### src/hdl/pca_pkg.sv
`timescale 1ns / 1ps
// pca_pkg: shared types and fixed widths for the pairwise concordance block
// used by pca_cell, pca_ratio and pairwise_concordance_auc_top; no dependencies

package pca_pkg;

    // fixed field widths
    localparam int IN_W      = 16;
    localparam int FRAC_BITS = 16;
    localparam int FRAC_W    = 17;
    localparam int CNT_W     = 19;
    localparam int QUO_W     = 17;
    localparam int STEP_W    = 5;
    localparam int DVD_W     = CNT_W + FRAC_BITS;
    localparam int TDATA_W   = 56;
    localparam int TUSER_W   = 2;

    localparam logic [FRAC_W-1:0] FRAC_ONE = 17'h10000;
    localparam logic [CNT_W-1:0]  CNT_MAX  = 19'h7FFFF;

    // control flags of a token travelling down the chain
    typedef struct packed {
        logic valid;
        logic last;
        logic new_set;
        logic stored;
    } t_tok_ctl;

    // finished set totals handed to the ratio unit
    typedef struct packed {
        logic [CNT_W-1:0] pair;
        logic [CNT_W-1:0] agree;
        logic             overflow;
    } t_set_totals;

    typedef enum logic [1:0] {
        S_IDLE,
        S_DIV,
        S_HOLD
    } t_div_state;

endpackage

### src/hdl/pca_ratio.sv
`timescale 1ns / 1ps
// pca_ratio: bit-serial divider for the concordant fraction and result register
// takes set totals from the chain end, drives the master beat; uses pca_pkg

module pca_ratio (
    input  logic                          i_clk,
    input  logic                          i_rst_n,
    input  logic                          i_start,
    input  pca_pkg::t_set_totals          i_totals,
    output logic                          o_busy,
    output logic                          o_m_tvalid,
    input  logic                          i_m_tready,
    output logic [pca_pkg::TDATA_W-1:0]   o_m_tdata,
    output logic [pca_pkg::TUSER_W-1:0]   o_m_tuser
);

    pca_pkg::t_div_state r_state;
    pca_pkg::t_div_state n_state;

    logic [pca_pkg::CNT_W-1:0]  r_div;
    logic [pca_pkg::CNT_W-1:0]  r_agree;
    logic                       r_ovf;
    logic [pca_pkg::CNT_W-1:0]  r_rem;
    logic [pca_pkg::QUO_W-1:0]  r_low;
    logic [pca_pkg::QUO_W-1:0]  r_quo;
    logic [pca_pkg::STEP_W-1:0] r_step;

    logic                        r_out_valid;
    logic [pca_pkg::FRAC_W-1:0]  r_frac;
    logic [pca_pkg::CNT_W-1:0]   r_pc;
    logic [pca_pkg::CNT_W-1:0]   r_ac;
    logic                        r_nop;
    logic                        r_oovf;

    logic [pca_pkg::DVD_W-1:0]   w_dvd;
    logic [pca_pkg::CNT_W:0]     w_shift;
    logic                        w_ge;
    logic [pca_pkg::CNT_W:0]     w_diff;
    logic [pca_pkg::CNT_W-1:0]   w_rem_nxt;
    logic                        w_last_step;
    logic                        w_load;

    // dividend is agree scaled by 2^16 plus half the divisor, for round-half-up
    assign w_dvd = {i_totals.agree, {pca_pkg::FRAC_BITS{1'b0}}}
                 + pca_pkg::DVD_W'(i_totals.pair >> 1);

    // one restoring step per cycle
    assign w_shift     = {r_rem, r_low[pca_pkg::QUO_W-1]};
    assign w_ge        = w_shift >= {1'b0, r_div};
    assign w_diff      = w_shift - {1'b0, r_div};
    assign w_rem_nxt   = w_ge ? w_diff[pca_pkg::CNT_W-1:0] : w_shift[pca_pkg::CNT_W-1:0];
    assign w_last_step = r_step == pca_pkg::STEP_W'(pca_pkg::QUO_W - 1);

    // next state
    always_comb begin
        n_state = r_state;
        case (r_state)
            pca_pkg::S_IDLE: begin
                if (i_start) begin
                    n_state = pca_pkg::S_DIV;
                end
            end
            pca_pkg::S_DIV: begin
                if (w_last_step) begin
                    n_state = pca_pkg::S_HOLD;
                end
            end
            pca_pkg::S_HOLD: begin
                if (w_load) begin
                    n_state = pca_pkg::S_IDLE;
                end
            end
            default: begin
                n_state = pca_pkg::S_IDLE;
            end
        endcase
    end

    // state outputs
    always_comb begin
        o_busy = 1'b1;
        w_load = 1'b0;
        case (r_state)
            pca_pkg::S_IDLE: begin
                o_busy = 1'b0;
            end
            pca_pkg::S_DIV: begin
                o_busy = 1'b1;
            end
            pca_pkg::S_HOLD: begin
                w_load = ~r_out_valid | i_m_tready;
            end
            default: begin
                o_busy = 1'b1;
            end
        endcase
    end

    // control registers
    always_ff @(posedge i_clk) begin
        if (!i_rst_n) begin
            r_state     <= pca_pkg::S_IDLE;
            r_out_valid <= 1'b0;
        end else begin
            r_state <= n_state;
            if (w_load) begin
                r_out_valid <= 1'b1;
            end else if (i_m_tready) begin
                r_out_valid <= 1'b0;
            end
        end
    end

    // divider datapath
    always_ff @(posedge i_clk) begin
        if (r_state == pca_pkg::S_IDLE && i_start) begin
            r_div   <= i_totals.pair;
            r_agree <= i_totals.agree;
            r_ovf   <= i_totals.overflow;
            r_rem   <= pca_pkg::CNT_W'(w_dvd[pca_pkg::DVD_W-1:pca_pkg::QUO_W]);
            r_low   <= w_dvd[pca_pkg::QUO_W-1:0];
            r_quo   <= '0;
            r_step  <= '0;
        end else if (r_state == pca_pkg::S_DIV) begin
            r_rem  <= w_rem_nxt;
            r_low  <= {r_low[pca_pkg::QUO_W-2:0], 1'b0};
            r_quo  <= {r_quo[pca_pkg::QUO_W-2:0], w_ge};
            r_step <= r_step + 1'b1;
        end
    end

    // result register, empty pair set forces fraction to zero
    always_ff @(posedge i_clk) begin
        if (w_load) begin
            r_frac <= (r_div == '0) ? '0 : r_quo;
            r_pc   <= r_div;
            r_ac   <= r_agree;
            r_nop  <= r_div == '0;
            r_oovf <= r_ovf;
        end
    end

    assign o_m_tvalid = r_out_valid;
    assign o_m_tdata  = {1'b0, r_ac, r_pc, r_frac};
    assign o_m_tuser  = {r_oovf, r_nop};

    a_start_divides: assert property (@(posedge i_clk) disable iff (!i_rst_n)
        i_start |=> r_state == pca_pkg::S_DIV)
        else $error("start did not enter divide");

    a_frac_range: assert property (@(posedge i_clk) disable iff (!i_rst_n)
        r_out_valid |-> r_frac <= pca_pkg::FRAC_ONE)
        else $error("fraction above one");

    a_agree_le_pair: assert property (@(posedge i_clk) disable iff (!i_rst_n)
        r_out_valid |-> r_ac <= r_pc)
        else $error("concordant count above pair count");

endmodule

### config.mk
export PLATFORM = sky130hd
export DESIGN_NAME = pca_ratio
export DESIGN_NICKNAME = d
export VERILOG_FILES = /design/src/hdl/pca_pkg.sv /design/src/hdl/pca_ratio.sv
export SDC_FILE = /design/constraint.sdc
export NUM_CORES = 1
export LEC_CHECK = 0
export ABC_AREA = 1
export BUFFER_PORTS_ARGS = -buffer_cell sky130_fd_sc_hd__buf_2
export CORE_MARGIN = 2
export CORE_UTILIZATION = 39
export DETAILED_ROUTE_END_ITERATION = 8
export PLACE_DENSITY = 0.55
export SLEW_MARGIN = 20
export SYNTH_ARGS = -nofsm -noshare
export SYNTH_HDL_FRONTEND = slang
export SYNTH_SLANG_ARGS = --single-unit
### constraint.sdc
create_clock -name i_clk -period 11.4 [get_ports i_clk]
set_input_delay 3.42 -clock i_clk [delete_from_list [all_inputs] [get_ports i_clk]]
set_output_delay 3.42 -clock i_clk [all_outputs]
set_load 0.005 [all_outputs]
# ---- Yosys cells after proc, flatten, opt, wreduce, memory -nomap -nowiden
# Index checks and enable logic that the tools add are counted.
dict set report classes {
  n_addsub 3
  magnitude_cmp 1
  n_eq_ne 6
  mux 13
  bitwise_logic 2
  n_reduce_logical 6
}
# op n
set op_table {}
lappend op_table {{$mux W18} 2}
lappend op_table {{$add A35 B18 Y35} 1}
lappend op_table {{$mux W17} 2}
lappend op_table {{$ge A20 B19 Y1} 1}
lappend op_table {{$logic_not A19 Y1} 1}
lappend op_table {{$mux W19} 1}
lappend op_table {{$sub A19 B19 Y19} 1}
lappend op_table {{$mux W2} 3}
lappend op_table {{$ne A2 B2 Y1 const B} 3}
lappend op_table {{$pmux W2 S3} 1}
lappend op_table {{$add A5 B1 Y5 const B} 1}
lappend op_table {{$eq A5 B5 Y1 const B} 1}
lappend op_table {{$mux W1} 4}
lappend op_table {{$reduce_bool A2 Y1} 2}
lappend op_table {{$reduce_and A3 Y1} 1}
lappend op_table {{$eq A2 B1 Y1 const B} 1}
lappend op_table {{$eq A2 B2 Y1 const B} 1}
lappend op_table {{$logic_not A2 Y1} 1}
lappend op_table {{$logic_and A1 B1 Y1} 1}
lappend op_table {{$not A1 Y1} 1}
lappend op_table {{$or A1 B1 Y1} 1}
dict set report totals {
  regBits 157
  input_bits 43
  wordCells 46
}

# ---- Depth between registers and ports, before layout
dict set report logic_depth {
  depth_word 5
  ltp_mapped 15
  ltp_nobuf 15
}

# ---- Worst setup path after synthesis
# OpenSTA, ideal clock, no wires.
dict set report synth_timing {
  path_type {input port to flip-flop}
  from {input port i_m_tready}
  to {register r_ac[0] in the netlist's numbering (enable)}
  t_arrival_ns 5.851
  t_required_ns 10.927
  path_slack_ns 5.076
  cell_stages 2
  n_path_buf 0
  cell_sequence {nor2_1 -> nor2_1}
}
dict set report synth_between {
  elab_chain_cells 2
}
# item line_no
set synth_lines {}
lappend synth_lines {{start, declared} pca_ratio.sv:12} ;# input logic i_m_tready,
lappend synth_lines {{$or A1 B1 Y1} pca_ratio.sv:91} ;# w_load = ~r_out_valid | i_m_tready;
lappend synth_lines {{$mux W1} pca_ratio.sv:83} ;# case (r_state)
lappend synth_lines {{via w_load} pca_ratio.sv:41} ;# logic w_load;
lappend synth_lines {{end signal, assigned} pca_ratio.sv:137} ;# r_ac <= r_agree;
lappend synth_lines {{end, declared} pca_ratio.sv:31} ;# logic [pca_pkg::CNT_W-1:0] r_ac;
# The timed path passes the listed nets, and every way through them passes these cells.
# A chain may end at the register's enable or synchronous reset.

# ---- Final worst setup path
dict set report layout_timing {
  from {input port i_totals[1] in the netlist's numbering}
  to {register r_rem[15] in the netlist's numbering (data pin)}
}
dict set report layout_between {
  elab_chain_cells 2
}
# item line_no
set layout_lines {}
lappend layout_lines {{start, declared} pca_ratio.sv:9} ;# input pca_pkg::t_set_totals i_totals,
lappend layout_lines {{$add A35 B18 Y35} pca_ratio.sv:45} ;# + pca_pkg::DVD_W'(i_totals.pair >> 1);
lappend layout_lines {{$mux W18} pca_ratio.sv:116} ;# if (r_state == pca_pkg::S_IDLE && i_start) begin
lappend layout_lines {{end signal, assigned} pca_ratio.sv:120} ;# r_rem <= pca_pkg::CNT_W'(w_dvd[pca_pkg::DVD_W-1:pca_pkg::QUO_W]);
lappend layout_lines {{end signal, assigned} pca_ratio.sv:125} ;# r_rem <= w_rem_nxt;
lappend layout_lines {{end, declared} pca_ratio.sv:23} ;# logic [pca_pkg::CNT_W-1:0] r_rem;
# No other way between the ends.

==> summary.txt <==
Clock tree
  • Htree depth: 4
  • Clk_lat worst skew: 440 ps
  • Post-CTS setup buffers: 0
  • CTS Sinks: 157
  • CTS tree: done
  • Clock transition at path regs: 70 ps
  • Total CTS buffers: 17
  • Post-CTS sizing: 0
  • Root buf cell: clkbuf_16
  • CTS Hold Bufs: 0
  • CTS Buffer Depth: 2

Yosys
  • Post-synthesis xor/xnor area fraction: 1.78%
  • Post-synthesis mux area share: 0%
  • #FFs+latches synth: 157
  • Cells after Synth: 747
  • Yosys Warn Count: 0
  • Synth cell types: 37
  • Synthesized-area fraction occupied by adder cells: 4.45%
  • Register area share after synthesis: 60.5%
  • Syn avg cell area: just under 10 sq um
  • Post-Syn Nets: 815
  • Largest family of logic cells by synthesized area: simple AND/OR/NAND/NOR gates
  • Post-Syn Area: 0.00737 sq mm
  • Simple-Gate Fraction of Synth Area: 22.0%
  • Compound-cell area share of the yosys netlist: between 4 and 5%

Placed design
  • Post-DP HPWL: 11600 um
  • GPL Wtd Cong: 0.879
  • Pre-CTS WS: 5970 ps
  • PortBufs: 101

Worst setup path
  • R2r setup slk: 8380 ps
  • Worst Setup EP: r_rem[15]$_DFFE_PP_
  • CP Max Fanout: 4
  • Setup crit end kind: register
  • Critical R2R Launch: r_div[0]$_DFFE_PP_
  • Worst Path Arrival: 5150 ps
  • Worst setup SP type: input port
  • Crit. Startpoint: i_totals[1]
  • RR Endpoint: r_rem[2]$_DFFE_PP_
  • WS Path Type: in -> reg
  • CP Data Required Time: 11590 ps
  • FF-to-FF path depth: 12

Final layout
  • Fill cell count: 1861
  • Share of layout cells above drive strength 1: roughly 18%
  • Nets: 921
  • Antenna cells: 0
  • Area grow syn2layout: 18.2%

Power and ir drop
  • Lkg Pwr: 3.77 nW
  • Cell Pwr Density: 212 mW/mm^2
  • Max IR drop VDD: 0.121 mV

Global routing
  • Pin count of the biggest net entering global routing: 69
  • Global-route wire length before repair: around 26000 um
  • Vias in the first global route: 5115
  • Initial antenna violation count: 0
  • Global route overflow: 0
  • Total track usage: 17.2%

Outcome
  • Status: finished clean

Detailed routing
  • ANT nets after route: 0
  • Residual DRC: 0
  • Final Routed Wirelength: 16500 um
  • Initial drt markers: 340
  • Post-DR wirelength/cell: about 15 um
  • DR vias/cell: ~4.8
  • First-pass iteration count of the detailed router: 5
  • Vias: 5303

Floorplan
  • Initial Util: 39.5%
  • IO Pins: between 100 and 150
  • CORE AREA: 0.0186 sq mm
  • Die height: 141 um
  • Die W: roughly 140 um
  • # rows: 50
  • Die Area: 0.0200 sq mm

STA
  • Worst setup slack after layout: 6440 ps
  • Tcrit/Tclk final: a little over two fifths
  • Fmax: 201 MHz
  • Worst-Margin Slew: between 1000 and 1500 ps
  • Final min period: 4960 ps
  • Setup_tns: 0 ps
  • Max-slew violations: 0
  • Final hold viol count: 0
  • Relative slew slack: 31.4%
  • Skew final: 11.5 ps
  • Setup violations, final: 0
  • RSZ-0062 raised after global routing: no

Flow run
  • Max-cap violations: 0

Worst hold path
  • Worst hold path type: reg -> reg
## through the flow
stage | area [sq um] | hold WS, ps | utilization, % | cells | total power, W
2_1_floorplan | 7370 | 400 | - | 747 | 0.00115
3_3_place_gp | 8100 | 400 | 43.4 | 1068 | 0.00127
3_5_place_dp | 8100 | 405 | 43.4 | 1068 | 0.00127
4_1_cts | 8710 | 420 | 46.7 | 1100 | 0.00186
5_1_grt | 8710 | 425 | 46.7 | 1100 | 0.00196
6_report | 8710 | 420 | 46.7 | 1100 | 0.00184
## worst min-delay path by stage
stage | start | to | slack [ps] | cells after the start
2_1_floorplan | r_agree[0]$_DFFE_PP_ | r_ac[0]$_DFFE_PP_ | 400 | 0
3_3_place_gp | r_agree[10]$_DFFE_PP_ | r_ac[10]$_DFFE_PP_ | 400 | 0
3_5_place_dp | r_agree[13]$_DFFE_PP_ | r_ac[13]$_DFFE_PP_ | 400 | 0
4_1_cts | r_agree[0]$_DFFE_PP_ | r_ac[0]$_DFFE_PP_ | 420 | 0
5_1_grt | r_agree[9]$_DFFE_PP_ | r_ac[9]$_DFFE_PP_ | 420 | 0
6_report | r_agree[0]$_DFFE_PP_ | r_ac[0]$_DFFE_PP_ | 420 | 0
## where the power goes
| group | internal, W | leakage (nW) | switching [W] |
|---|---|---|---|
| registers | 0.000712 | 1.45 | 0.0000305 |
| logic | 0.000185 | 2.02 | 0.000334 |
| clock network | 0.000319 | 0.300 | 0.000262 |
| total | 0.00122 | 3.77 | 0.000626 |
## registers in the layout (all words and copies together) (netlist names)
name	cells
r_pc	19
r_nop	1
r_frac	17
r_ovf	1
r_oovf	1
r_state	2
r_quo	17
r_ac	19
r_div	19
r_step	5
r_low	17
r_rem	19
o_m_tvalid	1
r_agree	19
## cells in the final DEF, fill, tap and decap left out, types with 4 or more instances in the layout
master,n
inv_1,97
nor2_1,55
a21oi_1,24
clkbuf_16,17
nand4_1,8
nand3_1,49
dfxtp_1,26
ha_1,23
xnor2_1,10
nand3b_1,19
clkinv_8,4
edfxtp_1,131
o22ai_1,16
buf_4,4
o21ai_0,18
buf_2,101
nand2_1,205
xor2_1,5
nand2_2,4
inv_2,5
nor3_1,11
inv_6,4
## per-layer routing
layer	GRT usage, %	wire, um
met1	23.6	7970
met2	27.2	7520
met3	4.25	824
met4	5.16	235
met5	0	0
## cell type report
class                      instances  area, sq um  share of cell area (%)
clock buffer                      18          439                    5.04
clock inverter                    14          171                    1.97
tap                              234          293                    3.36
sequential                       157         4450                    51.1
timing repair buffer             105          536                    6.15
inverter                         103          387                    4.44
multi-input combinational        469         2430                    27.9
## synthesized netlist by cell type
cell        n  share of area [%]
edfxtp_1  131                 53
conb_1      1              0.051
inv_2       4               0.20
nand3_1    49                3.3
inv_1      98                5.0
nand2_1   205                 10
or2_2       1              0.085
clkbuf_1    5               0.25
o21ai_0    18                1.2
dfxtp_1    26                7.1
nand3b_1   19                1.9
o22ai_1    16                1.4
fa_1        2               0.54
o21ai_1     2               0.14
nor3b_1     1               0.10
nor2_1     56                2.9
xnor2_1    10                1.2
buf_4       4               0.41
nor3_1     11               0.75
o21bai_1    1               0.10
nand2_4     1               0.15
and3_1      1              0.085
ha_1       23                3.9
nand3_2     2               0.27
buf_2       6               0.41
nor4_1      3               0.25
a21o_1      1               0.10
nand4_1     8               0.68
nor2_4      2               0.31
buf_6       2               0.31
xor2_1      5               0.59
nor2_2      2               0.17
buf_1       1              0.051
a21oi_1    24                1.6
nor4_4      1               0.29
clkinv_1    1              0.051
nand2_2     4               0.34
## worst max-delay path, stage by stage
cell     delay (ps)
buf_2            90
ha_1            150
inv_1            50
fa_1            420
nor2_1          120
nand2_1         100
nor2_2          180
nand4_1         150
nor2_1          220
nand3_1         100
nand3_1          90
nand2_1          60
## kinds of logic (layout without fill, tap and decap cells)
kind of cell,count (synthesis),after routing
AND/OR/NAND/NOR,366,366
flip-flops,157,157
buffers and inverters,121,240
AO/OA/AOI/OAI,62,62
adder cells (fa/ha/maj),25,25
XOR/XNOR,15,15
other,1,1
Power figures use the tool's default switching activity.
