File: src/hdl/pca_pkg.sv
`timescale 1ns / 1ps
// pca_pkg: shared types and fixed widths for the pairwise concordance block
// used by pca_cell, pca_ratio and pairwise_concordance_auc_top; no dependencies

package pca_pkg;

    // fixed field widths
    localparam int IN_W      = 16;
    localparam int FRAC_BITS = 16;
    localparam int FRAC_W    = 17;
    localparam int CNT_W     = 19;
    localparam int QUO_W     = 17;
    localparam int STEP_W    = 5;
    localparam int DVD_W     = CNT_W + FRAC_BITS;
    localparam int TDATA_W   = 56;
    localparam int TUSER_W   = 2;

    localparam logic [FRAC_W-1:0] FRAC_ONE = 17'h10000;
    localparam logic [CNT_W-1:0]  CNT_MAX  = 19'h7FFFF;

    // control flags of a token travelling down the chain
    typedef struct packed {
        logic valid;
        logic last;
        logic new_set;
        logic stored;
    } t_tok_ctl;

    // finished set totals handed to the ratio unit
    typedef struct packed {
        logic [CNT_W-1:0] pair;
        logic [CNT_W-1:0] agree;
        logic             overflow;
    } t_set_totals;

    typedef enum logic [1:0] {
        S_IDLE,
        S_DIV,
        S_HOLD
    } t_div_state;

endpackage

File: src/hdl/pca_cell.sv
`timescale 1ns / 1ps
// pca_cell: one cell of the comparison chain, holds one stored item
// compares the passing token against it and forwards the token; uses pca_pkg

module pca_cell #(
    parameter int SAMPLE_BITS = 16,
    parameter int CW          = 10
) (
    input  logic                   i_clk,
    input  logic                   i_rst_n,
    input  logic                   i_en,
    input  pca_pkg::t_tok_ctl      i_ctl,
    input  logic [SAMPLE_BITS-1:0] i_label,
    input  logic [SAMPLE_BITS-1:0] i_score,
    input  logic [CW-1:0]          i_pair,
    input  logic [CW-1:0]          i_agree,
    output pca_pkg::t_tok_ctl      o_ctl,
    output logic [SAMPLE_BITS-1:0] o_label,
    output logic [SAMPLE_BITS-1:0] o_score,
    output logic [CW-1:0]          o_pair,
    output logic [CW-1:0]          o_agree
);

    logic                   r_valid;
    logic [SAMPLE_BITS-1:0] r_lab_st;
    logic [SAMPLE_BITS-1:0] r_sco_st;
    pca_pkg::t_tok_ctl      r_ctl;
    pca_pkg::t_tok_ctl      n_ctl;
    logic [SAMPLE_BITS-1:0] r_lab;
    logic [SAMPLE_BITS-1:0] r_sco;
    logic [CW-1:0]          r_pc;
    logic [CW-1:0]          r_ac;
    logic [CW-1:0]          n_pc;
    logic [CW-1:0]          n_ac;

    logic w_eff;
    logic w_cmp;
    logic w_take;
    logic w_lgt;
    logic w_llt;
    logic w_sgt;
    logic w_slt;
    logic w_pair;
    logic w_agree;

    // a new set treats every cell it meets as empty
    assign w_eff  = r_valid & ~i_ctl.new_set;
    assign w_cmp  = i_ctl.valid & ~i_ctl.stored & w_eff;
    assign w_take = i_ctl.valid & ~i_ctl.stored & ~w_eff;

    // signs of stored minus passing, for label and score
    assign w_lgt = $signed(r_lab_st) > $signed(i_label);
    assign w_llt = $signed(r_lab_st) < $signed(i_label);
    assign w_sgt = $signed(r_sco_st) > $signed(i_score);
    assign w_slt = $signed(r_sco_st) < $signed(i_score);

    assign w_pair  = w_cmp & (w_lgt | w_llt);
    assign w_agree = w_pair & (w_lgt == w_sgt) & (w_llt == w_slt);

    // token update
    always_comb begin
        n_ctl        = i_ctl;
        n_ctl.stored = i_ctl.stored | w_take;
        n_pc         = i_pair + CW'(w_pair);
        n_ac         = i_agree + CW'(w_agree);
    end

    // control: token flags and stored-item valid
    always_ff @(posedge i_clk) begin
        if (!i_rst_n) begin
            r_ctl   <= '0;
            r_valid <= 1'b0;
        end else if (i_en) begin
            r_ctl <= n_ctl;
            if (w_take) begin
                r_valid <= 1'b1;
            end else if (i_ctl.valid && i_ctl.new_set) begin
                r_valid <= 1'b0;
            end
        end
    end

    // payload: passing token and stored item
    always_ff @(posedge i_clk) begin
        if (i_en) begin
            r_lab <= i_label;
            r_sco <= i_score;
            r_pc  <= n_pc;
            r_ac  <= n_ac;
            if (w_take) begin
                r_lab_st <= i_label;
                r_sco_st <= i_score;
            end
        end
    end

    assign o_ctl   = r_ctl;
    assign o_label = r_lab;
    assign o_score = r_sco;
    assign o_pair  = r_pc;
    assign o_agree = r_ac;

    // a stored item is only dropped by the first beat of a new set
    a_clear_by_new_set: assert property (@(posedge i_clk) disable iff (!i_rst_n)
        $fell(r_valid) && $past(i_rst_n) |->
            $past(i_en && i_ctl.valid && i_ctl.new_set))
        else $error("cell valid dropped without a new set passing");

endmodule

File: config.mk
export PLATFORM = sky130hd
export DESIGN_NAME = pca_cell
export DESIGN_NICKNAME = d
export VERILOG_FILES = /design/src/hdl/pca_pkg.sv /design/src/hdl/pca_cell.sv
export SDC_FILE = /design/constraint.sdc
export NUM_CORES = 1
export LEC_CHECK = 0
export ABC_AREA = 1
export BUFFER_PORTS_ARGS = -buffer_cell sky130_fd_sc_hd__buf_2
export CORE_MARGIN = 3
export CORE_UTILIZATION = 56
export CTS_BUF_LIST = sky130_fd_sc_hd__clkbuf_16
export DETAILED_ROUTE_END_ITERATION = 16
export GPL_TIMING_DRIVEN = 0
export PLACE_DENSITY = 0.95
export SLEW_MARGIN = 15
export SYNTH_ARGS = -nofsm -noshare
export SYNTH_HDL_FRONTEND = slang
export SYNTH_SLANG_ARGS = --single-unit
File: constraint.sdc
create_clock -name i_clk -period 4.68 [get_ports i_clk]
set_input_delay 0.702 -clock i_clk [delete_from_list [all_inputs] [get_ports i_clk]]
set_output_delay 0.702 -clock i_clk [all_outputs]
set_load 0.005 [all_outputs]
=== Yosys cells after proc, flatten, opt, wreduce, memory -nomap -nowiden ===
Index checks and enable logic that the tools add are counted.

* Flip-flop bits (word level): 89
* Latch bits: 0
* Memory bits (writable): 0
* Bits in read-only memories: 0
* Bits of input ports: 59
* Memories: 0

* Add/subtract/negate cells: 2
* $mul: 0
* Divide/modulo/power cells: 0
* Magnitude comparators: 4
* Equal/unequal tests: 2
* Shift-type cells: 0
* Multiplexer cells: 2
* Bitwise gates (word level): 12
* Reduce and logical (&&, ||, !) cells: 4

{| class="wikitable"
|+ Operators with widths
! operator !! number
|-
| 16-bit greater-than comparator || 2
|-
| 16-bit less-than comparator || 2
|-
| 10-bit by 1-bit adder with 10-bit output || 2
|-
| 1-bit AND || 7
|-
| 2-bit AND reduction || 2
|-
| 1-bit inverter || 3
|-
| 1-bit == test || 2
|-
| 1-bit two-way mux || 2
|-
| 1-bit bitwise OR || 2
|-
| 2-bit nonzero test || 1
|-
| 1-bit logical AND || 1
|}

=== Depth between registers and ports, before layout ===
Gate-level depths: netlist (run 1).

* Word-level depth: 7
* Depth in mapped cells: 24

=== Least setup slack after synthesis (run 1) ===
No wires, ideal clock.

* Path kind: input port to flip-flop
* Start: input port i_label[15]
* End: register r_pc[8] (netlist: o_pair[8]), data pin
* Setup time: 0.258 ns
* Data arrival time: 2.711 ns
* Data required time: 4.422 ns
* Slack: 1.711 ns
* Cell stages on the path: 17
* Buffers on the path: 0
* Cells stage by stage: inv_1 -> ha_1 -> a21oi_1 -> o21ai_0 -> a21oi_2 -> nand2_1 -> nand2_1 -> nand2_1 -> nand2_1 -> nand2_1 -> inv_1 -> ha_1 -> ha_1 -> nand3_1 -> nor3b_1 -> nand3_1 -> xnor2_1

* Cells in the longest elaborated chain, start to end: 4

{| class="wikitable"
|+ Ends and longest elaborated chain
! what !! RTL line !! source
|-
| start, declared || pca_cell.sv:13 || <nowiki>input logic [SAMPLE_BITS-1:0] i_label,</nowiki>
|-
| 16-bit greater-than comparator or 16-bit less-than comparator (tied branches) || pca_cell.sv:52, pca_cell.sv:53 ||
|-
| 1-bit bitwise OR * || pca_cell.sv:57 || <nowiki>assign w_pair = w_cmp & (w_lgt | w_llt);</nowiki>
|-
| 1-bit AND * || pca_cell.sv:57 ||
|-
| 10-bit by 1-bit adder with 10-bit output * || pca_cell.sv:64 || <nowiki>n_pc = i_pair + CW'(w_pair);</nowiki>
|-
| via n_pc[8] || pca_cell.sv:33 || <nowiki>logic [CW-1:0] n_pc;</nowiki>
|-
| end signal, assigned || pca_cell.sv:88 || <nowiki>r_pc <= n_pc;</nowiki>
|-
| end, declared || pca_cell.sv:31 || <nowiki>logic [CW-1:0] r_pc;</nowiki>
|}

Mark *: on every way through the listed nets, which the timed path passes. The rest lies on a longest branch.
A chain may end at the register's enable or synchronous reset.

=== Final worst setup path (run 1) ===
Ends and elaborated chain as after synthesis.

==> results of run 1 <==
[worst max-delay path, delay by kind of cell]
kind	cells	cell delay [ns]
adder cells (fa/ha/maj)	3	0.72
buffers and inverters	3	0.20
XOR/XNOR	1	0.15
AND/OR/NAND/NOR	8	1.02
AO/OA/AOI/OAI	3	0.44
[worst max-delay path by stage]
stage | end | slack (ns) | cells after the start
2_1_floorplan | o_pair[8] | 1.71 | 17
3_3_place_gp | r_sco_st[6] | 0.23 | 3
3_5_place_dp | o_agree[9] | 1.22 | 20
4_1_cts | o_pair[8] | 1.51 | 18
5_1_grt | o_agree[9] | 1.18 | 20
6_report | o_pair[8] | 1.49 | 18
[layer usage]
layer | track usage, % | vias to the layer above
met5 | 0 | -
met1 | 23.5 | 1239
met2 | 35.3 | 78
met3 | 4.27 | 12
met4 | 7.14 | 0
li1 | - | 1318
[sequential cells by signal, indices dropped and copies added, names as in the netlist]
register / count
r_valid: 1
r_sco_st: 16
o_label: 16
o_score: 16
r_lab_st: 16
o_ctl: 4
o_agree: 10
o_pair: 10
[final cells by class]
class | count | area (µm²)
Tap cell | 96 | 120
Clock buffer | 9 | 225
Inverter | 55 | 206
Clock inverter | 7 | 58.8
Fill cell | 496 | 1860
Multi-Input combinational cell | 169 | 1130
Timing Repair Buffer | 115 | 601
Sequential cell | 89 | 2620
[cells in the mapped netlist]
cell	number
dfxtp_1	5
nor3b_1	1
edfxtp_1	84
o21bai_1	1
and3_1	1
nand3_1	14
nor2_1	19
a21oi_2	1
xor2_1	12
xnor2_1	4
nor3_1	2
clkinv_1	1
o21ai_0	5
nor3_2	2
a21o_1	2
nand2_1	50
a31oi_1	2
nand2_2	1
nand4_1	4
ha_1	36
a21boi_0	1
a21oi_1	10
inv_1	54
nor2_2	1
[power groups by stage]
stage                     sequential, W  combinational [W]  clock, W
after floorplan                0.000956          0.0000637         0
after global placement         0.000949           0.000156         0
after detailed placement       0.000951           0.000169         0
after CTS                      0.000934           0.000170  0.000689
after global routing           0.000938           0.000192  0.000729
final                          0.000933           0.000168  0.000680
[cell families after synthesis]
| logic type | Yosys count | share of synthesized area [%] |
|---|---|---|
| buf+inv | 55 | 5.22 |
| flops | 89 | 66.3 |
| xor+xnor | 16 | 3.54 |
| simple gates | 95 | 10.4 |
| fa+ha+maj | 36 | 11.4 |
| compound gates | 22 | 3.19 |
[per-stage QoR]
| stage | hold slack [ns] | cells |
|---|---|---|
| after floorplan | 0.465 | 313 |
| after global placement | 0.462 | 523 |
| after detailed placement | 0.462 | 524 |
| after CTS | 0.471 | 540 |
| after global routing | 0.504 | 540 |
| final | 0.470 | 540 |
==> run metrics, run 1 <==
Synth Register Bits 89; Pwr Density 359 nW/µm²; startpoint types primary input; share of layout cells above drive strength 1 30.0%; Synth Cell Area 3960 µm²; cell breakdown of the critical path buf_2 > inv_1 > ha_1 > a21oi_1 > o21ai_0 > a21oi_2 > nand2_1 > nand2_1 > nand2_1 > nand2_1 > nand2_1 > inv_1 > ha_1 > ha_1 > nand3_1 > nor3b_1 > nand3_1 > xnor2_1; critical path required time 4.76 ns; WL met3 339 µm; total CTS buffers 9; Detail Route Antenna Nets 0; synth warn 0; Synth cell types 24; fin crit share 68.1%; Area growth, synth to finish 25.6%; hold buffers post-CTS 0; CTS root buf clkbuf_16; Die W 90.1 µm; NumNets Final 534; vias in the first global route 2753; Hold Path End o_ctl[3]; GRT overflow 0; Worst Skew 0.0132 ns; first-pass GRT wire length 12700 µm; core area 6830 µm²; # H-tree levels 3; metal2 WL 4170 µm; DRC 0; all-layer global routing usage 19.8%; Comb power frac 9.5%; Setup CP Type primary input to flop; run status complete, no violations; min-delay src o_ctl[3]; Seq/Total Area, Yosys 66.3%; DRT Wirelength 7630 µm; post-synth top area share 63.8%; M1 WL 3020 µm; R2R setup slack 1.64 ns; final hold violation count 0; Tot Pwr 0.00178 W; cell internal pwr 0.00140 W; top cells by area, synth edfxtp_1 64%, ha_1 11%, inv_1 5.1%; CP arrival 3.27 ns; Switching Share 21.3%; Setup crit start i_label[15]; Worst Tran Pin Value 0.741 ns; Initial Util 57.9%; via/cell ratio 4.90; worst min-delay path category flop to flop; relative max-transition margin 50.6%; Core Util, Final 72.7%; Reg2Reg Depth 16; Setup crit end kind flop; Cells after Synth 313; cell taking the most area after synthesis edfxtp_1; RR Startpoint r_lab_st[15]; Maximum Capacitance Violations 0; Leak 2.33 nW; Period minus WS final 3.19 ns; setup_tns 0 ns; routed len/inst 14.1 µm; DR iter-0 viols 74; Die Y 90.1 µm; final slew viol count 0; CTS Sinks 89; commonest non-fill, non-tap cells in the layout 113 x buf_2, 84 x edfxtp_1, 58 x inv_1; largest net degree at the start of global routing 60; die footprint 8110 µm²; clock-pin slew on the worst setup and hold paths 0.06 ns; Antenna Cells 0; placed cell areas 4680 µm²; Syn Nets 408; RSZ-0062 raised after global routing no; clock latency on the worst-skew pair 0.32 ns; PnR worst setup slack 1.49 ns; Detailed Routing Iterations Pass 1 4; Reg2Reg Capture Point o_pair[8]; worst hold path cell count 2; most common cell after layout, fill and taps aside buf_2; Resize count post-CTS 0; CTS tree done; CP dominant cell by count nand2_1; clock buffer depth 2; vias 2647; sequential share of power 52.4%; pre-CTS WS 1.22 ns; post-route cell area 4970 µm²; antenna violations before repair 0; gp weighted congestion 0.748; Crit path largest cell delay 0.39 ns; Psw 0.000380 W; maximum vdd drop 0.000325 V; Avg Cell Area, Syn 12.6 µm²; # IOs 115; # rows 30; port bufs 114; top layer in use met4; Post-DP HPWL 5630 µm; max frequency 314 MHz; Setup Viol. Count Final 0; postcts setup bufs 0; CP max FO 5; crit path max-delay cell type nor3b_1; clock share of power 38.2%
(Power assumes the default switching activity.)
==> run 2, diff against run 1 <==
ABC_AREA = 0   (was 1)
CORE_UTILIZATION = 51   (was 56)
PLACE_DENSITY = 0.9   (was 0.95)
clock period = 3.3 ns   (was 4.68 ns; I/O delays follow)
==> run 2 against run 1 <==
Effect of this change:
- flip-flop and latch count is the same
- global-route usage shrank 1.7 points
- non-clock buffer count grew 3
- design area grew 1.3%
- power grew 53%
- synthesized area shrank 1.4%
- combinational power grew 41%
- critical path type is now flop to flop
==> run metrics, run 2 <==
run status complete, no violations (unchanged); Setup crit end kind flop (unchanged); Antenna Cells 0 (unchanged); # rows 31 (was 30); CP bufs+invs 0 (was 3); Synth Cell Area 3900 µm² (was 3960 µm²); CP max FO 5 (unchanged); CP top delay family simple AND/OR/NAND/NOR gates (unchanged); most common cell after layout, fill and taps aside buf_2 (unchanged); crit path max-delay cell type or4_4 (was nor3b_1); Worst Skew 0.00656 ns (was 0.0132 ns); Syn Nets 365 (was 408); DRT Wirelength 7780 µm (was 7630 µm); antenna violations before repair 0 (unchanged); Seq/Total Area, Yosys 67.2% (was 66.3%); core area 7330 µm² (was 6830 µm²); vias in the first global route 2626 (was 2753); synth warn 0 (unchanged); final hold violation count 0 (unchanged); port bufs 114 (unchanged); critical path depth 11 (was 18); first-pass GRT wire length 12200 µm (was 12700 µm); post-synth top area share 64.7% (was 63.8%); Post-DP HPWL 5570 µm (was 5630 µm); Crit path largest cell delay 0.57 ns (was 0.39 ns); Cells after Synth 270 (was 313); NumNets Final 493 (was 534); share of layout cells above drive strength 1 36.0% (was 30.0%); Period minus WS final 3.18 ns; Setup Viol. Count Final 0 (unchanged); worst hold path cell count 1 (was 2); clock-pin slew on the worst setup and hold paths 0.06 ns (about the same); total CTS buffers 9 (unchanged); Reg2Reg Capture Point o_pair[6] (was o_pair[8]); most frequent cells after synthesis 84 x edfxtp_1, 36 x ha_1, 36 x inv_1 (was 84 x edfxtp_1, 54 x inv_1, 50 x nand2_1); Hold Path End r_lab_st[13] (was o_ctl[3]); vias 2542 (was 2647); clock buffer depth 2 (unchanged); fin crit share 96.4%; Die Y 93.4 µm (was 90.1 µm); maximum vdd drop 0.000376 V (was 0.000325 V); Area growth, synth to finish 29.1% (was 25.6%); relative max-transition margin 45.1% (was 50.6%); commonest non-fill, non-tap cells in the layout 113 x buf_2, 84 x edfxtp_1, 36 x inv_1 (was 113 x buf_2, 84 x edfxtp_1, 58 x inv_1); final slew viol count 0 (unchanged); Post-synth ARST share 0% (unchanged); via/cell ratio 5.06 (was 4.90); startpoint types flop (was primary input); top-count cell post-synth edfxtp_1 (unchanged); Core Util, Final 68.7% (was 72.7%); max frequency 314 MHz; PnR worst setup slack 0.119 ns (was 1.49 ns); Setup crit start r_lab_st[15] (was i_label[15]); critical path required time 3.38 ns (was 4.76 ns); cell taking the most area after synthesis edfxtp_1 (unchanged); Setup CP Type flop to flop (was primary input to flop); CTS Sinks 89 (unchanged); Avg Cell Area, Syn 14.4 µm² (was 12.6 µm²); pre-CTS WS -0.195 ns (was 1.22 ns); DR iter-0 viols 91 (was 74); Initial Util 53.2% (was 57.9%); Pwr Density 540 nW/µm² (was 359 nW/µm²); fillcell total 518 (was 496); Leak 2.19 nW (was 2.33 nW); # IOs 115 (unchanged); all-layer global routing usage 18.1% (was 19.8%); Detailed Routing Iterations Pass 1 4 (unchanged); CTS root buf clkbuf_16 (unchanged); Worst Tran Pin Value 0.821 ns (was 0.741 ns); worst min-delay path category primary input to flop (was flop to flop); Reg2Reg Depth 11 (was 16); R2R setup slack 0.12 ns (was 1.64 ns); gp weighted congestion 0.806 (was 0.748); top cells by area, synth edfxtp_1 65%, ha_1 12%, inv_1 3.5% (was edfxtp_1 64%, ha_1 11%, inv_1 5.1%); hold buffers post-CTS 0 (unchanged); cell breakdown of the critical path ha_4 > nand4_1 > or4_4 > a21oi_2 > a2111oi_2 > mux2_4 > a21boi_1 > ha_2 > ha_2 > nand3_1 > xnor2_1 (was buf_2 > inv_1 > ha_1 > a21oi_1 > o21ai_0 > a21oi_2 > nand2_1 > nand2_1 > nand2_1 > nand2_1 > nand2_1 > inv_1 > ha_1 > ha_1 > nand3_1 > nor3b_1 > nand3_1 > xnor2_1); Synth Register Bits 89 (unchanged); die footprint 8730 µm² (was 8110 µm²); post-route cell area 5030 µm² (was 4970 µm²); DRC 0 (unchanged); Post-synth EDFFs 84 (unchanged); CP dominant cell by count ha_2 (was nand2_1); routed len/inst 15.5 µm (was 14.1 µm); largest net degree at the start of global routing 54 (was 60); min-delay src i_label[13] (was o_ctl[3]); Maximum Capacitance Violations 0 (unchanged); GRT overflow 0 (unchanged); # H-tree levels 3 (unchanged); RR Startpoint r_lab_st[15] (unchanged); placed cell areas 4620 µm² (was 4680 µm²); CTS tree done (unchanged); Die W 93.4 µm (was 90.1 µm); main flop type after synthesis edfxtp_1 (unchanged); Detail Route Antenna Nets 0 (unchanged); clock latency on the worst-skew pair 0.33 ns (was 0.32 ns); CP arrival 3.26 ns (was 3.27 ns); Synth cell types 35 (was 24)
[run 2: changes by cell type in the layout (fill, tap and decap cells not counted), moves of 3 or more]
cell / change
ha_1: -6
nor2b_1: +4
nor2_1: -13
inv_1: -22
a21oi_1: +3
and3_1: +5
nand2_1: -39
xnor2_1: +10
ha_2: +4
xor2_1: -10
[run 2: routing by layer]
layer	global-route usage, %	vias to the layer above	wire, µm
met5	0	-	0
met4	6.84	0	116
met3	4.02	10	363
met2	31.6	71	4120
met1	21.8	1220	3180
li1	-	1241	-
[run 2: final cells by class]
| class | count | area (µm²) | share of cell area (%) |
|---|---|---|---|
| Sequential cell | 89 | 2620 | 52.1 |
| Multi-Input combinational cell | 144 | 1200 | 23.9 |
| Timing Repair Buffer | 117 | 603 | 12.0 |
| Clock buffer | 9 | 225 | 4.47 |
| Inverter | 36 | 135 | 2.68 |
| Tap cell | 99 | 124 | 2.46 |
| Clock inverter | 7 | 118 | 2.34 |
| Buffer | 1 | 3.75 | 0.0746 |
[run 2: worst reg2reg max path, delay by kind of cell, from the launching register on]
kind                     cells  cell delay (ns)
XOR/XNOR                     1             0.13
multiplexers                 1             0.35
AO/OA/AOI/OAI                3             0.39
flip-flops                   1             0.43
adder cells (fa/ha/maj)      3             0.79
AND/OR/NAND/NOR              3             0.85
[run 2: stage by stage]
step	hold slack, ns	setup TNS [ns]	power (W)	instances
floorplan	0.473	0	0.00144	270
global placement	0.474	-29.79	0.00156	483
detailed placement	0.506	-1.21	0.00158	484
CTS	0.356	0	0.00274	500
global route	0.355	-0.221	0.00283	502
finish	0.364	0	0.00272	502
[run 2: cell families (layout without fill, tap and decap cells)]
| kind of cell | Yosys count | in the layout | synth area share (%) |
|---|---|---|---|
| flip-flops | 89 | 89 | 67.2 |
| multiplexers | 5 | 5 | 1.44 |
| XOR/XNOR | 16 | 16 | 3.59 |
| adder cells (fa/ha/maj) | 36 | 36 | 11.5 |
| AO/OA/AOI/OAI | 30 | 30 | 4.91 |
| buffers and inverters | 37 | 170 | 3.56 |
| AND/OR/NAND/NOR | 57 | 57 | 7.70 |
[run 2: report_power, final]
part | internal, W | switching, W | total [W]
combinational | 0.000109 | 0.000128 | 0.000237
sequential | 0.00131 | 0.0000167 | 0.00132
clock | 0.000741 | 0.000415 | 0.00116
[run 2: repair_timing]
item                       4_1_cts  5_1_grt
setup endpoints to repair        0        7
setup buffers                    0        2
gates resized for setup          0        9
[run 2: how the worst max path moves through the flow]
stage	to	slack, ns
after floorplan	o_agree[6]	0.27
after global placement	r_sco_st[5]	-0.87
after detailed placement	o_agree[4]	-0.19
after CTS	o_agree[6]	0.05
after global routing	o_pair[6]	-0.07
final	o_pair[6]	0.12
==> run 3, diff against run 2 <==
CORE_UTILIZATION = 37   (was 51)
PLACE_DENSITY = 0.71   (was 0.9)
==> run 3 against run 2 <==
Effect of this change:
- worst setup slack improved by 0.042 ns
- maximum frequency increased by 1.4%
- power decreased by 7.4%
- clock-buffer cell count unchanged
- flip-flop and latch count unchanged
- hold slack about the same
- cell count increased by 6.4%
- combinational power decreased by 3%
- wire length decreased by 4.4%
- sequential power about the same
- via count decreased by 1.9%
- critical endpoint is now o_agree[4]
==> run metrics, run 3 (synthesized netlist as in run 2, its figures left out) <==
Setup crit start r_lab_st[15] (unchanged); clock buffer depth 2 (unchanged); NumNets Final 492 (was 493); pre-CTS WS -0.268 ns (was -0.195 ns); min-delay src i_score[5] (was i_label[13]); Worst Tran Pin Value 0.686 ns (was 0.821 ns); DRT Wirelength 7440 µm (was 7780 µm); Detailed Routing Iterations Pass 1 4 (unchanged); all-layer global routing usage 13.1% (was 18.1%); fin crit share 95.1% (was 96.4%); relative max-transition margin 54.3% (was 45.1%); PnR worst setup slack 0.161 ns (was 0.119 ns); Initial Util 39.0% (was 53.2%); Switching Share 21.1% (was 20.6%); DRC 0 (unchanged); die footprint 11800 µm² (was 8730 µm²); # H-tree levels 3 (unchanged); CTS root buf clkbuf_16 (unchanged); Period minus WS final 3.14 ns (was 3.18 ns); Inst Count DP 519 (was 484); non-filler cells, final 534 (was 502); Worst Skew 0.00704 ns (was 0.00656 ns); routed len/inst 13.9 µm (was 15.5 µm); Area growth, synth to finish 27.8% (was 29.1%); setup_tns 0 ns (unchanged); Pwr Density 505 nW/µm² (was 540 nW/µm²); Maximum Capacitance Violations 0 (unchanged); # IOs 115 (unchanged); hold buffers post-CTS 0 (unchanged); Crit path largest cell delay 0.56 ns (was 0.57 ns); most common cell after layout, fill and taps aside buf_2 (unchanged); vias 2494 (was 2542); commonest non-fill, non-tap cells in the layout 113 x buf_2, 84 x edfxtp_1, 38 x inv_1 (was 113 x buf_2, 84 x edfxtp_1, 36 x inv_1); Antenna Cells 0 (unchanged); gp weighted congestion 0.715 (was 0.806); first-pass GRT wire length 11800 µm (was 12200 µm); postcts setup bufs 0 (unchanged); port bufs 114 (unchanged); run status complete, no violations (unchanged); final hold violation count 0 (unchanged); max frequency 319 MHz (was 314 MHz); clock latency on the worst-skew pair 0.33 ns (about the same); RR Startpoint r_lab_st[15] (unchanged); Setup CP Type flop to flop (unchanged); clock share of power 38.3% (was 42.5%); share of layout cells above drive strength 1 34.4% (was 36.0%); via/cell ratio 4.67 (was 5.06); GRT overflow 0 (unchanged); crit path max-delay cell type or4_4 (unchanged); cell internal pwr 0.00199 W (was 0.00216 W); vias in the first global route 2525 (was 2626); Die W 109 µm (was 93.4 µm); startpoint types flop (unchanged); CTS tree done (unchanged); Psw 0.000530 W (was 0.000560 W); worst min-delay path category primary input to flop (unchanged); cell breakdown of the critical path ha_1 > nand4_1 > or4_4 > a21oi_2 > a2111oi_2 > mux2_4 > mux2i_1 > ha_2 > ha_2 > nand3_1 > xnor2_1 (was ha_4 > nand4_1 > or4_4 > a21oi_2 > a2111oi_2 > mux2_4 > a21boi_1 > ha_2 > ha_2 > nand3_1 > xnor2_1); Post-DP HPWL 5560 µm (was 5570 µm); CP max FO 5 (unchanged); Comb power frac 9.1% (was 8.7%); DR iter-0 viols 109 (was 91); antenna violations before repair 0 (unchanged); CP dominant cell by count ha_2 (unchanged); largest net degree at the start of global routing 54 (unchanged); Core Util, Final 49.9% (was 68.7%); CTS Sinks 89 (unchanged); maximum vdd drop 0.000252 V (was 0.000376 V); Die Y 109 µm (was 93.4 µm); total CTS buffers 9 (unchanged); core area 10000 µm² (was 7330 µm²); critical path required time 3.39 ns (was 3.38 ns); Setup crit end kind flop (unchanged); Tot Pwr 0.00252 W (was 0.00272 W); sequential share of power 52.6% (was 48.7%); # rows 36 (was 31); clock-pin slew on the worst setup and hold paths 0.06 ns (about the same); CP arrival 3.23 ns (was 3.26 ns); Setup Viol. Count Final 0 (unchanged); Leak 2.17 nW (was 2.19 nW); final slew viol count 0 (unchanged); Detail Route Antenna Nets 0 (unchanged)
-- run 3: worst max-delay path, delay by kind of cell (launching register included) --
family                   cells  cell delay, ns
AO/OA/AOI/OAI                2            0.22
flip-flops                   1            0.36
AND/OR/NAND/NOR              3            0.83
adder cells (fa/ha/maj)      3            0.81
multiplexers                 2            0.54
XOR/XNOR                     1            0.13
-- run 3: repair_timing --
item | in CTS | in global routing
resized for setup | 0 | 5
hold endpoints to repair | 0 | 0
endpoints found under the setup margin | 0 | 9
-- run 3: through the flow --
step | hold WS, ns | cell area (µm²)
2_1_floorplan | 0.473 | 3910
3_3_place_gp | 0.478 | 4640
3_5_place_dp | 0.509 | 4690
4_1_cts | 0.346 | 4970
5_1_grt | 0.346 | 4990
6_report | 0.363 | 4990
-- run 3: worst paths after layout --
| path | to | slack, ns | cells after the start |
|---|---|---|---|
| max | o_agree[4] | 0.16 | 11 |
| min | o_score[5] | 0.36 | 1 |
| max reg2reg | o_agree[4] | 0.16 | 11 |
| min reg2reg | o_ctl[3] | 0.51 | 2 |
-- run 3: layout make-up --
class	instances	area [µm²]
Timing Repair Buffer	116	616
Inverter	36	135
Clock inverter	6	52.6
Buffer	1	3.75
Fill cell	963	5010
Multi-Input combinational cell	144	1160
Sequential cell	89	2620
Tap cell	133	166
Clock buffer	9	225
-- run 3: routing by layer --
layer	track usage (%)	share of wire [%]
met1	15.8	42
met2	22.2	51
met3	3.79	5.9
met4	4.87	1.4
met5	0	0
-- run 3: power groups by stage --
stage / clock (W) / combinational, W / sequential, W
global placement: 0 / 0.000220 / 0.00135
floorplan: 0 / 0.0000819 / 0.00136
detailed placement: 0 / 0.000232 / 0.00135
finish: 0.000965 / 0.000229 / 0.00132
global route: 0.00105 / 0.000263 / 0.00133
CTS: 0.00100 / 0.000234 / 0.00132
